[config.mk]
export PLATFORM = sky130hd
export DESIGN_NAME = mutf8_to_utf8_transcoder_top_flat
export DESIGN_NICKNAME = d
export VERILOG_FILES = /design/src/rtl/mutf8_pkg.sv /design/src/rtl/mutf8_in_if.sv /design/src/rtl/mutf8_out_if.sv /design/src/rtl/mutf8_front.sv /design/src/rtl/mutf8_queue.sv /design/src/rtl/mutf8_back.sv /design/src/rtl/mutf8_to_utf8_transcoder_top.sv /design/src/flat_wrapper.sv
export SDC_FILE = /design/constraint.sdc
export NUM_CORES = 1
export LEC_CHECK = 0
export ABC_CLOCK_PERIOD_IN_PS = 6800
export CORE_MARGIN = 5
export CORE_UTILIZATION = 35
export DETAILED_ROUTE_END_ITERATION = 8
export DONT_BUFFER_PORTS = 1
export GPL_TIMING_DRIVEN = 0
export SLEW_MARGIN = 20
export SYNTH_ARGS = -nofsm -noshare
export SYNTH_HDL_FRONTEND = slang
export SYNTH_SLANG_ARGS = --single-unit
[constraint.sdc]
create_clock -name clk -period 6.8 [get_ports clk]
set_input_delay 1.36 -clock clk [delete_from_list [all_inputs] [get_ports clk]]
set_output_delay 1.36 -clock clk [all_outputs]
set_load 0.01 [all_outputs]
[src/rtl/mutf8_pkg.sv]
`timescale 1ns / 1ps
// ----------------------------------------------------------------------------
// mutf8_pkg
// Shared types and constants for the modified-UTF-8 to UTF-8 transcoder.
// ----------------------------------------------------------------------------
package mutf8_pkg;

    localparam logic [1:0] ERR_NONE  = 2'd0;
    localparam logic [1:0] ERR_TWO   = 2'd1;
    localparam logic [1:0] ERR_THREE = 2'd2;
    localparam logic [1:0] ERR_LEAD  = 2'd3;

    localparam logic [7:0] QMARK = 8'h3F;

    localparam int unsigned QDEPTH = 4;
    localparam int unsigned QPTR_W = $clog2(QDEPTH);

    // one decoded word group: up to four results of one input word
    typedef struct packed {
        logic [3:0][7:0] bytes;
        logic [1:0]      last_idx;
        logic            present;
        logic            str_end;
        logic [1:0]      err;
    } op_t;

endpackage

[src/rtl/mutf8_in_if.sv]
`timescale 1ns / 1ps
// ----------------------------------------------------------------------------
// mutf8_in_if
// Input channel: one modified-UTF-8 payload word per handshake.
// ----------------------------------------------------------------------------
interface mutf8_in_if;
    logic       valid;
    logic       ready;
    logic [7:0] in_byte;
    logic       has_byte;
    logic       string_last;

    modport source (output valid, output in_byte, output has_byte, output string_last,
                    input ready);
    modport sink   (input valid, input in_byte, input has_byte, input string_last,
                    output ready);
endinterface

[src/rtl/mutf8_out_if.sv]
`timescale 1ns / 1ps
// ----------------------------------------------------------------------------
// mutf8_out_if
// Output channel: one UTF-8 byte, end marker or error marker per handshake.
// ----------------------------------------------------------------------------
interface mutf8_out_if;
    logic       valid;
    logic       ready;
    logic [7:0] out_byte;
    logic       byte_present;
    logic       run_last;
    logic       string_end;
    logic [1:0] error_code;

    modport source (output valid, output out_byte, output byte_present, output run_last,
                    output string_end, output error_code, input ready);
    modport sink   (input valid, input out_byte, input byte_present, input run_last,
                    input string_end, input error_code, output ready);
endinterface

[src/rtl/mutf8_front.sv]
`timescale 1ns / 1ps
// ----------------------------------------------------------------------------
// mutf8_front
// Accepts input words, decodes modified UTF-8, pairs surrogates and pushes
// at most one result group per word into the queue.
// ----------------------------------------------------------------------------
module mutf8_front
(
    input  logic            clk,
    input  logic            rst_n,
    mutf8_in_if.sink        items,
    input  logic            q_space,
    output logic            push,
    output mutf8_pkg::op_t  push_op
);

    logic [1:0]  need_reg, need_next;
    logic [1:0]  len_reg, len_next;
    logic [15:0] pu_reg, pu_next;
    logic        hp_reg, hp_next;
    logic [9:0]  hh_reg, hh_next;
    logic        drop_reg, drop_next;

    logic        acc;
    logic [7:0]  b;
    logic        last;

    assign items.ready = q_space;
    assign acc  = items.valid && items.ready;
    assign b    = items.in_byte;
    assign last = items.string_last;

    always_comb
    begin
        logic            unit_v;
        logic [15:0]     unit;
        logic [15:0]     cat;
        logic            err_v;
        logic [1:0]      err;
        logic [3:0][7:0] bytes;
        logic [2:0]      n;
        logic            is_high;
        logic            is_low;
        logic [20:0]     cp;

        need_next = need_reg;
        len_next  = len_reg;
        pu_next   = pu_reg;
        hp_next   = hp_reg;
        hh_next   = hh_reg;
        drop_next = drop_reg;
        unit_v    = 1'b0;
        unit      = '0;
        cat       = {pu_reg[9:0], b[5:0]};
        err_v     = 1'b0;
        err       = mutf8_pkg::ERR_NONE;
        bytes     = '0;
        n         = 3'd0;
        is_high   = 1'b0;
        is_low    = 1'b0;
        cp        = '0;
        push      = 1'b0;
        push_op   = '0;

        if (acc)
        begin
            if (drop_reg)
            begin
                if (last)
                begin
                    drop_next = 1'b0;
                end
            end
            else
            begin
                if (items.has_byte)
                begin
                    if (need_reg == 2'd0)
                    begin
                        priority if (!b[7])
                        begin
                            unit_v = 1'b1;
                            unit   = {8'h00, b};
                        end
                        else if (b[7:5] == 3'b110)
                        begin
                            pu_next   = {11'h000, b[4:0]};
                            need_next = 2'd1;
                            len_next  = 2'd2;
                        end
                        else if (b[7:4] == 4'b1110)
                        begin
                            pu_next   = {12'h000, b[3:0]};
                            need_next = 2'd2;
                            len_next  = 2'd3;
                        end
                        else
                        begin
                            err_v = 1'b1;
                            err   = mutf8_pkg::ERR_LEAD;
                        end
                    end
                    else if (b[7:6] != 2'b10)
                    begin
                        err_v = 1'b1;
                        err   = (len_reg == 2'd2) ? mutf8_pkg::ERR_TWO : mutf8_pkg::ERR_THREE;
                    end
                    else
                    begin
                        need_next = need_reg - 2'd1;
                        if (need_reg == 2'd1)
                        begin
                            unit_v   = 1'b1;
                            unit     = cat;
                            pu_next  = '0;
                            len_next = 2'd0;
                        end
                        else
                        begin
                            pu_next = cat;
                        end
                    end
                end

                is_high = (unit[15:10] == 6'b110110);
                is_low  = (unit[15:10] == 6'b110111);
                cp      = 21'h10000 + {1'b0, hh_reg, 10'h000} + {11'h000, unit[9:0]};

                if (!err_v && unit_v)
                begin
                    if (hp_reg && is_low)
                    begin
                        bytes[0] = {5'b11110, cp[20:18]};
                        bytes[1] = {2'b10, cp[17:12]};
                        bytes[2] = {2'b10, cp[11:6]};
                        bytes[3] = {2'b10, cp[5:0]};
                        n        = 3'd4;
                        hp_next  = 1'b0;
                        hh_next  = '0;
                    end
                    else
                    begin
                        if (hp_reg)
                        begin
                            bytes[n[1:0]] = mutf8_pkg::QMARK;
                            n             = n + 3'd1;
                        end
                        hp_next = 1'b0;
                        hh_next = '0;
                        priority if (is_high)
                        begin
                            hp_next = 1'b1;
                            hh_next = unit[9:0];
                        end
                        else if (is_low)
                        begin
                            bytes[n[1:0]] = mutf8_pkg::QMARK;
                            n             = n + 3'd1;
                        end
                        else if (unit[15:7] == 9'h000)
                        begin
                            bytes[n[1:0]] = unit[7:0];
                            n             = n + 3'd1;
                        end
                        else if (unit[15:11] == 5'h00)
                        begin
                            bytes[n[1:0]] = {3'b110, unit[10:6]};
                            n             = n + 3'd1;
                            bytes[n[1:0]] = {2'b10, unit[5:0]};
                            n             = n + 3'd1;
                        end
                        else
                        begin
                            bytes[n[1:0]] = {4'b1110, unit[15:12]};
                            n             = n + 3'd1;
                            bytes[n[1:0]] = {2'b10, unit[11:6]};
                            n             = n + 3'd1;
                            bytes[n[1:0]] = {2'b10, unit[5:0]};
                            n             = n + 3'd1;
                        end
                    end
                end

                if (!err_v && last && need_next != 2'd0)
                begin
                    err_v = 1'b1;
                    err   = (len_next == 2'd2) ? mutf8_pkg::ERR_TWO : mutf8_pkg::ERR_THREE;
                end

                if (err_v)
                begin
                    need_next        = '0;
                    len_next         = '0;
                    pu_next          = '0;
                    hp_next          = 1'b0;
                    hh_next          = '0;
                    drop_next        = !last;
                    push             = 1'b1;
                    push_op.bytes    = '0;
                    push_op.last_idx = 2'd0;
                    push_op.present  = 1'b0;
                    push_op.str_end  = 1'b1;
                    push_op.err      = err;
                end
                else
                begin
                    push_op.present = 1'b1;
                    if (last)
                    begin
                        if (hp_next)
                        begin
                            bytes[n[1:0]] = mutf8_pkg::QMARK;
                            n             = n + 3'd1;
                        end
                        if (n == 3'd0)
                        begin
                            push_op.present = 1'b0;
                            n               = 3'd1;
                        end
                        push_op.str_end = 1'b1;
                        need_next       = '0;
                        len_next        = '0;
                        pu_next         = '0;
                        hp_next         = 1'b0;
                        hh_next         = '0;
                    end
                    push             = (n != 3'd0);
                    push_op.bytes    = bytes;
                    push_op.last_idx = 2'(n - 3'd1);
                    push_op.err      = mutf8_pkg::ERR_NONE;
                end
            end
        end
    end

    always_ff @(posedge clk or negedge rst_n)
    begin
        if (!rst_n)
        begin
            need_reg <= '0;
            len_reg  <= '0;
            pu_reg   <= '0;
            hp_reg   <= 1'b0;
            hh_reg   <= '0;
            drop_reg <= 1'b0;
        end
        else
        begin
            need_reg <= need_next;
            len_reg  <= len_next;
            pu_reg   <= pu_next;
            hp_reg   <= hp_next;
            hh_reg   <= hh_next;
            drop_reg <= drop_next;
        end
    end

endmodule

[src/rtl/mutf8_queue.sv]
`timescale 1ns / 1ps
// ----------------------------------------------------------------------------
// mutf8_queue
// Small FIFO of result groups between the decoder and the byte emitter.
// ----------------------------------------------------------------------------
module mutf8_queue
(
    input  logic            clk,
    input  logic            rst_n,
    input  logic            push,
    input  mutf8_pkg::op_t  push_op,
    output logic            space,
    input  logic            pop,
    output logic            head_valid,
    output mutf8_pkg::op_t  head
);

    mutf8_pkg::op_t mem [mutf8_pkg::QDEPTH];

    logic [mutf8_pkg::QPTR_W-1:0] wr_reg;
    logic [mutf8_pkg::QPTR_W-1:0] rd_reg;
    logic [mutf8_pkg::QPTR_W:0]   cnt_reg;

    assign space      = (cnt_reg != (mutf8_pkg::QPTR_W+1)'(mutf8_pkg::QDEPTH));
    assign head_valid = (cnt_reg != '0);
    assign head       = mem[rd_reg];

    always_ff @(posedge clk)
    begin
        if (push)
        begin
            mem[wr_reg] <= push_op;
        end
    end

    always_ff @(posedge clk or negedge rst_n)
    begin
        if (!rst_n)
        begin
            wr_reg  <= '0;
            rd_reg  <= '0;
            cnt_reg <= '0;
        end
        else
        begin
            if (push)
            begin
                wr_reg <= wr_reg + 1'b1;
            end
            if (pop)
            begin
                rd_reg <= rd_reg + 1'b1;
            end
            unique case ({push, pop})
                2'b10:   cnt_reg <= cnt_reg + 1'b1;
                2'b01:   cnt_reg <= cnt_reg - 1'b1;
                default: cnt_reg <= cnt_reg;
            endcase
        end
    end

endmodule

[src/rtl/mutf8_back.sv]
`timescale 1ns / 1ps
// ----------------------------------------------------------------------------
// mutf8_back
// Moves head group bytes to the output register, one per cycle unless stalled.
// ----------------------------------------------------------------------------
module mutf8_back
(
    input  logic            clk,
    input  logic            rst_n,
    input  logic            head_valid,
    input  mutf8_pkg::op_t  head,
    output logic            pop,
    mutf8_out_if.source     results
);

    logic [1:0] idx_reg;
    logic       valid_reg;
    logic [7:0] byte_reg;
    logic       present_reg;
    logic       run_last_reg;
    logic       str_end_reg;
    logic [1:0] err_reg;
    logic       load;
    logic       at_last;

    assign load    = head_valid && (!valid_reg || results.ready);
    assign at_last = (idx_reg == head.last_idx);
    assign pop     = load && at_last;

    assign results.valid        = valid_reg;
    assign results.out_byte     = byte_reg;
    assign results.byte_present = present_reg;
    assign results.run_last     = run_last_reg;
    assign results.string_end   = str_end_reg;
    assign results.error_code   = err_reg;

    always_ff @(posedge clk or negedge rst_n)
    begin
        if (!rst_n)
        begin
            idx_reg   <= '0;
            valid_reg <= 1'b0;
        end
        else
        begin
            if (load)
            begin
                valid_reg <= 1'b1;
                idx_reg   <= at_last ? 2'd0 : idx_reg + 2'd1;
            end
            else if (results.ready)
            begin
                valid_reg <= 1'b0;
            end
        end
    end

    always_ff @(posedge clk)
    begin
        if (load)
        begin
            byte_reg     <= head.bytes[idx_reg];
            present_reg  <= head.present;
            run_last_reg <= at_last;
            str_end_reg  <= head.str_end && at_last;
            err_reg      <= at_last ? head.err : mutf8_pkg::ERR_NONE;
        end
    end

endmodule

[src/rtl/mutf8_to_utf8_transcoder_top.sv]
`timescale 1ns / 1ps
// ----------------------------------------------------------------------------
// mutf8_to_utf8_transcoder_top
// Modified-UTF-8 to UTF-8 transcoder: decoder front, 4-deep group queue,
// byte emitter back.
// ----------------------------------------------------------------------------
// Path: group written to the queue, then first result to the output register.
// Throughput: one input word per cycle while the queue has space; the back end
//   sends one result per cycle unless results.ready stalls, so a multi-result
//   word holds the emitter, and the 4-entry queue takes up that burst.
// Reset: rst_n asynchronous, clears decode state, queue pointers, output valid.
// ----------------------------------------------------------------------------
module mutf8_to_utf8_transcoder_top
(
    input  logic        clk,
    input  logic        rst_n,
    mutf8_in_if.sink    items,
    mutf8_out_if.source results
);

    logic           q_space;
    logic           push;
    mutf8_pkg::op_t push_op;
    logic           pop;
    logic           head_valid;
    mutf8_pkg::op_t head;

    mutf8_front u_front
    (
        .clk     (clk),
        .rst_n   (rst_n),
        .items   (items),
        .q_space (q_space),
        .push    (push),
        .push_op (push_op)
    );

    mutf8_queue u_queue
    (
        .clk        (clk),
        .rst_n      (rst_n),
        .push       (push),
        .push_op    (push_op),
        .space      (q_space),
        .pop        (pop),
        .head_valid (head_valid),
        .head       (head)
    );

    mutf8_back u_back
    (
        .clk        (clk),
        .rst_n      (rst_n),
        .head_valid (head_valid),
        .head       (head),
        .pop        (pop),
        .results    (results)
    );

    a_no_overflow: assert property (@(posedge clk) disable iff (!rst_n)
        !(push && !q_space))
        else $error("group pushed into full queue");

    a_pop_has_data: assert property (@(posedge clk) disable iff (!rst_n)
        pop |-> head_valid)
        else $error("pop from empty queue");

    a_marker_ends: assert property (@(posedge clk) disable iff (!rst_n)
        (results.valid && !results.byte_present) |-> (results.run_last && results.string_end))
        else $error("marker word does not close the string");

    a_err_no_byte: assert property (@(posedge clk) disable iff (!rst_n)
        (results.valid && results.error_code != mutf8_pkg::ERR_NONE)
            |-> (!results.byte_present && results.out_byte == 8'h00))
        else $error("error word carries a byte");

endmodule
[src/flat_wrapper.sv]
// flat-port wrapper written by rule: the top's interface ports become plain ports
module mutf8_to_utf8_transcoder_top_flat 
  (clk, rst_n, items_valid, items_in_byte, items_has_byte, items_string_last, items_ready, results_valid, results_out_byte, results_byte_present, results_run_last, results_string_end, results_error_code, results_ready);
  mutf8_in_if items_i ();
  mutf8_out_if results_i ();
  input  logic clk;
  input  logic rst_n;
  input wire logic [$bits(items_i.valid)-1:0] items_valid;
  input wire logic [$bits(items_i.in_byte)-1:0] items_in_byte;
  input wire logic [$bits(items_i.has_byte)-1:0] items_has_byte;
  input wire logic [$bits(items_i.string_last)-1:0] items_string_last;
  output wire logic [$bits(items_i.ready)-1:0] items_ready;
  output wire logic [$bits(results_i.valid)-1:0] results_valid;
  output wire logic [$bits(results_i.out_byte)-1:0] results_out_byte;
  output wire logic [$bits(results_i.byte_present)-1:0] results_byte_present;
  output wire logic [$bits(results_i.run_last)-1:0] results_run_last;
  output wire logic [$bits(results_i.string_end)-1:0] results_string_end;
  output wire logic [$bits(results_i.error_code)-1:0] results_error_code;
  input wire logic [$bits(results_i.ready)-1:0] results_ready;
  assign items_i.valid = items_valid;
  assign items_i.in_byte = items_in_byte;
  assign items_i.has_byte = items_has_byte;
  assign items_i.string_last = items_string_last;
  assign items_ready = items_i.ready;
  assign results_valid = results_i.valid;
  assign results_out_byte = results_i.out_byte;
  assign results_byte_present = results_i.byte_present;
  assign results_run_last = results_i.run_last;
  assign results_string_end = results_i.string_end;
  assign results_error_code = results_i.error_code;
  assign results_i.ready = results_ready;
  mutf8_to_utf8_transcoder_top u_core (.clk(clk), .rst_n(rst_n), .items(items_i), .results(results_i));
endmodule
==> flow_summary.ini <==
[route]
drcViolationCount = 0
drt-total-wl_mm = 23.0
drt_first_iter_violations = 552
ant_nets = 0
dr.pass1.iters = 5
vias_per_cell = 5.70
vias = 5956
wl_per_cell_um = 22.0

[layout]
fillers = 2436
drive_gt1_share_pct = 15.5
postLayoutCoreUtil_pct = 39.8
finalInstanceArea_um2 = 10300
fin_cells = 1045
area_growth_pct = 12.1
n_antenna_cell = 0
finalNetCount = 732
largest_reg_flops = 144

[timing]
drv_slew = 0
finalCritPeriodShare_pct = 85.3
rsz0062_at_grt = no
fin_crit_ns = 5.80
fin_worst_skew_ns = 0.0121
setup_viol_count_final = 0
worst_slew_pin_slew_ns = 0.921
finalHoldViolations = 0
fmax_mhz = 172
relSlewSlack_pct = 38.6

[placement]
port_buffers = 0
globalplace.congestion = 0.923
placed_area_um2 = 9800
dp_hpwl_mm = 16.0
numPlacedInstances = 1014

[pwr]
p_per_area_nw_per_um2 = 359
intPower_uw = 2510
switching_share_pct = 32.3
p_leak_uw = 0.00343
vdd_drop_max_uv = 181
p_sw_uw = 1200
pwr-share-seq_pct = 44.0
p_clk_share_pct = 25.3
comb_power_share_pct = 30.7

[worst_hold_path]
worstHoldEndpoint = u_core.u_queue.cnt_reg[2]
hold_start = u_core.u_queue.cnt_reg[2]
hold_class = reg -> reg
worstHoldPathCells = 1

[floorplan]
dieWidth_um = 172
initial_core_util_pct = 35.5
dieArea_um2 = 29700
num_io_pins = 29
num_rows = 59
core_um2 = 26000
die_h_um = 172

[global_route]
grt_pass1_wl_mm = 35.8
antenna_found_initial = 0
grt_use_total_pct = 15.9
grt_max_degree = 37
grt_pass1_vias = 5856
overflow = 0

[synthesis]
synth-simple-area-share_pct = 9.79
avgSynthCellArea_um2 = 13.7
netlist_instances = 674
synth_area_leaders = edfxtp_1, mux4_2, dfrtp_1, nand2_1, ha_1
yosysMostFrequentCell = edfxtp_1
synthAdderAreaFrac_pct = 2.90
synth_cell_types = 75
yosys.area.top_type_share_pct = 51.1
yosysWarnings = 0
yosys-top-cells-count = edfxtp_1, nand2_1, a21oi_1, mux4_2, dfrtp_1
yosys_register_bits = 193
synth_top_area_cell = edfxtp_1
ys_async_sr_fraction_pct = 18.7
syn_nets = 708
synth_compound_area_share_pct = 11.2
synth_top_family_by_area = multiplexers
synth-edff-count = 157
synthesis.area_um2 = 9220
synth-seq-area-share_pct = 60.9
synthMuxAreaShare_pct = 11.3
ys.flop_type = edfxtp_1
synth-xor-area-share_pct = 1.14

[setup_path]
crit_type = in -> reg
cp-start-kind = input pin
r2r-end = u_core.u_queue.cnt_reg[1]
cp.required_ns = 7.11
r2r_start = u_core.u_front.need_reg[0]
cp_max_fo = 10
cp.arrival_ns = 6.11
endpoint_kind = register
reg2reg_slack_ns = 1.15
r2r_cells = 20

[clock_tree]
postCtsSetupRepairBufs = 0
cts_made_buffers = 17
ctsResizeCount = 0
clk_pin_slew_worst_paths_ns = 0.07
cts.sinks = 193
root_buffer = clkbuf_16
htree_num_levels = 4
cts_tree = done
postCtsHoldBufs = 0
cts_max_path_buffers = 2
clock_latency_ns = 0.43

[run]
max_cap_violations = 0

[run_status]
outcome = complete, no violations
## cell usage in the layout (no fill, tap or decap), drive strengths merged, types with 3 or more instances in the layout
master,instances
edfxtp,157
nand2,75
a21oi,45
clkbuf,45
mux4,43
dfrtp,36
o21ai,35
inv,27
nor2,25
buf,20
ha,19
a31oi,17
nand3,15
nor3,12
xnor2,9
nor2b,8
nand4,7
and3,6
o221ai,6
o211ai,6
and2,5
o31ai,5
nor4,5
a211oi,5
clkinv,5
mux2i,4
o22ai,4
a22oi,4
o21a,3
a21o,3
a32o,3
o32ai,3
xor2,3
nor3b,3
or4,3
or2,3
mux2,3
## critical path, cell delays in order
cell	delay, ns
buf_2	0.18
nand4bb_1	0.28
a21oi_1	0.46
clkbuf_1	0.45
nand2_1	0.24
a211oi_1	0.54
ha_1	0.28
inv_1	0.05
ha_1	0.30
nand2b_1	0.10
nand3_1	0.10
nand2_1	0.10
ha_1	0.17
o211ai_1	0.13
a22oi_4	0.38
ha_1	0.30
fa_1	0.42
mux2_2	0.26
## area by class of cell
class	instances	area [µm²]	area share (%)
sequential	193	5620	54.4
clock inverter	13	100	0.969
clock buffer	18	429	4.15
buffer	42	181	1.76
timing repair buffer	5	123	1.19
inverter	20	75.1	0.727
tap	335	419	4.06
multi-input combinational	419	3390	32.8
## metal layers
layer | wire (µm) | GRT usage, % | vias up | part of all wire (%)
met5 | 0 | 0 | - | 0
met4 | 543 | 4.27 | 0 | 2.4
met3 | 1320 | 3.25 | 45 | 5.7
met2 | 10600 | 23.7 | 223 | 46
met1 | 10600 | 23.9 | 3000 | 46
li1 | - | - | 2688 | -
## power by group through the flow
stage                     combinational, µW  sequential [µW]  clock [µW]
final                                  1140             1630         938
after detailed placement               1150             1660           0
after global routing                   1240             1660        1000
after global placement                 1090             1670           0
after CTS                              1160             1640         948
after floorplan                         822             1640           0
## cell families after synthesis
kind of cell	count (synthesis)
flops	193
simple gates	180
compound gates	156
buf+inv	62
mux	50
fa+ha+maj	21
xor+xnor	12
## worst max path at each step
stage / depth (start not counted) / slack [ns] / to / from
3_5_place_dp: 18 / 0.64 / u_core.u_queue.cnt_reg[1] / items_in_byte[7]
5_1_grt: 18 / 0.77 / u_core.u_queue.cnt_reg[1] / items_has_byte
2_1_floorplan: 18 / 0.54 / u_core.u_queue.mem[0][0] / items_in_byte[7]
6_report: 18 / 1.0 / u_core.u_queue.cnt_reg[1] / items_in_byte[7]
4_1_cts: 20 / 1.08 / u_core.u_queue.cnt_reg[1] / items_in_byte[7]
3_3_place_gp: 16 / -1.49 / u_core.u_queue.mem[0][31] / items_in_byte[7]
## per-stage QoR
stage / TNS, ns / hold WS [ns] / setup slack (ns) / power [µW]
2_1_floorplan: 0 / 0.451 / 0.540 / 2460
6_report: 0 / 0.491 / 0.999 / 3700
3_5_place_dp: 0 / 0.481 / 0.639 / 2810
3_3_place_gp: -205.24 / 0.476 / -1.49 / 2760
5_1_grt: 0 / 0.518 / 0.767 / 3900
4_1_cts: 0 / 0.494 / 1.08 / 3740
Power figures use the tool's default switching activity.
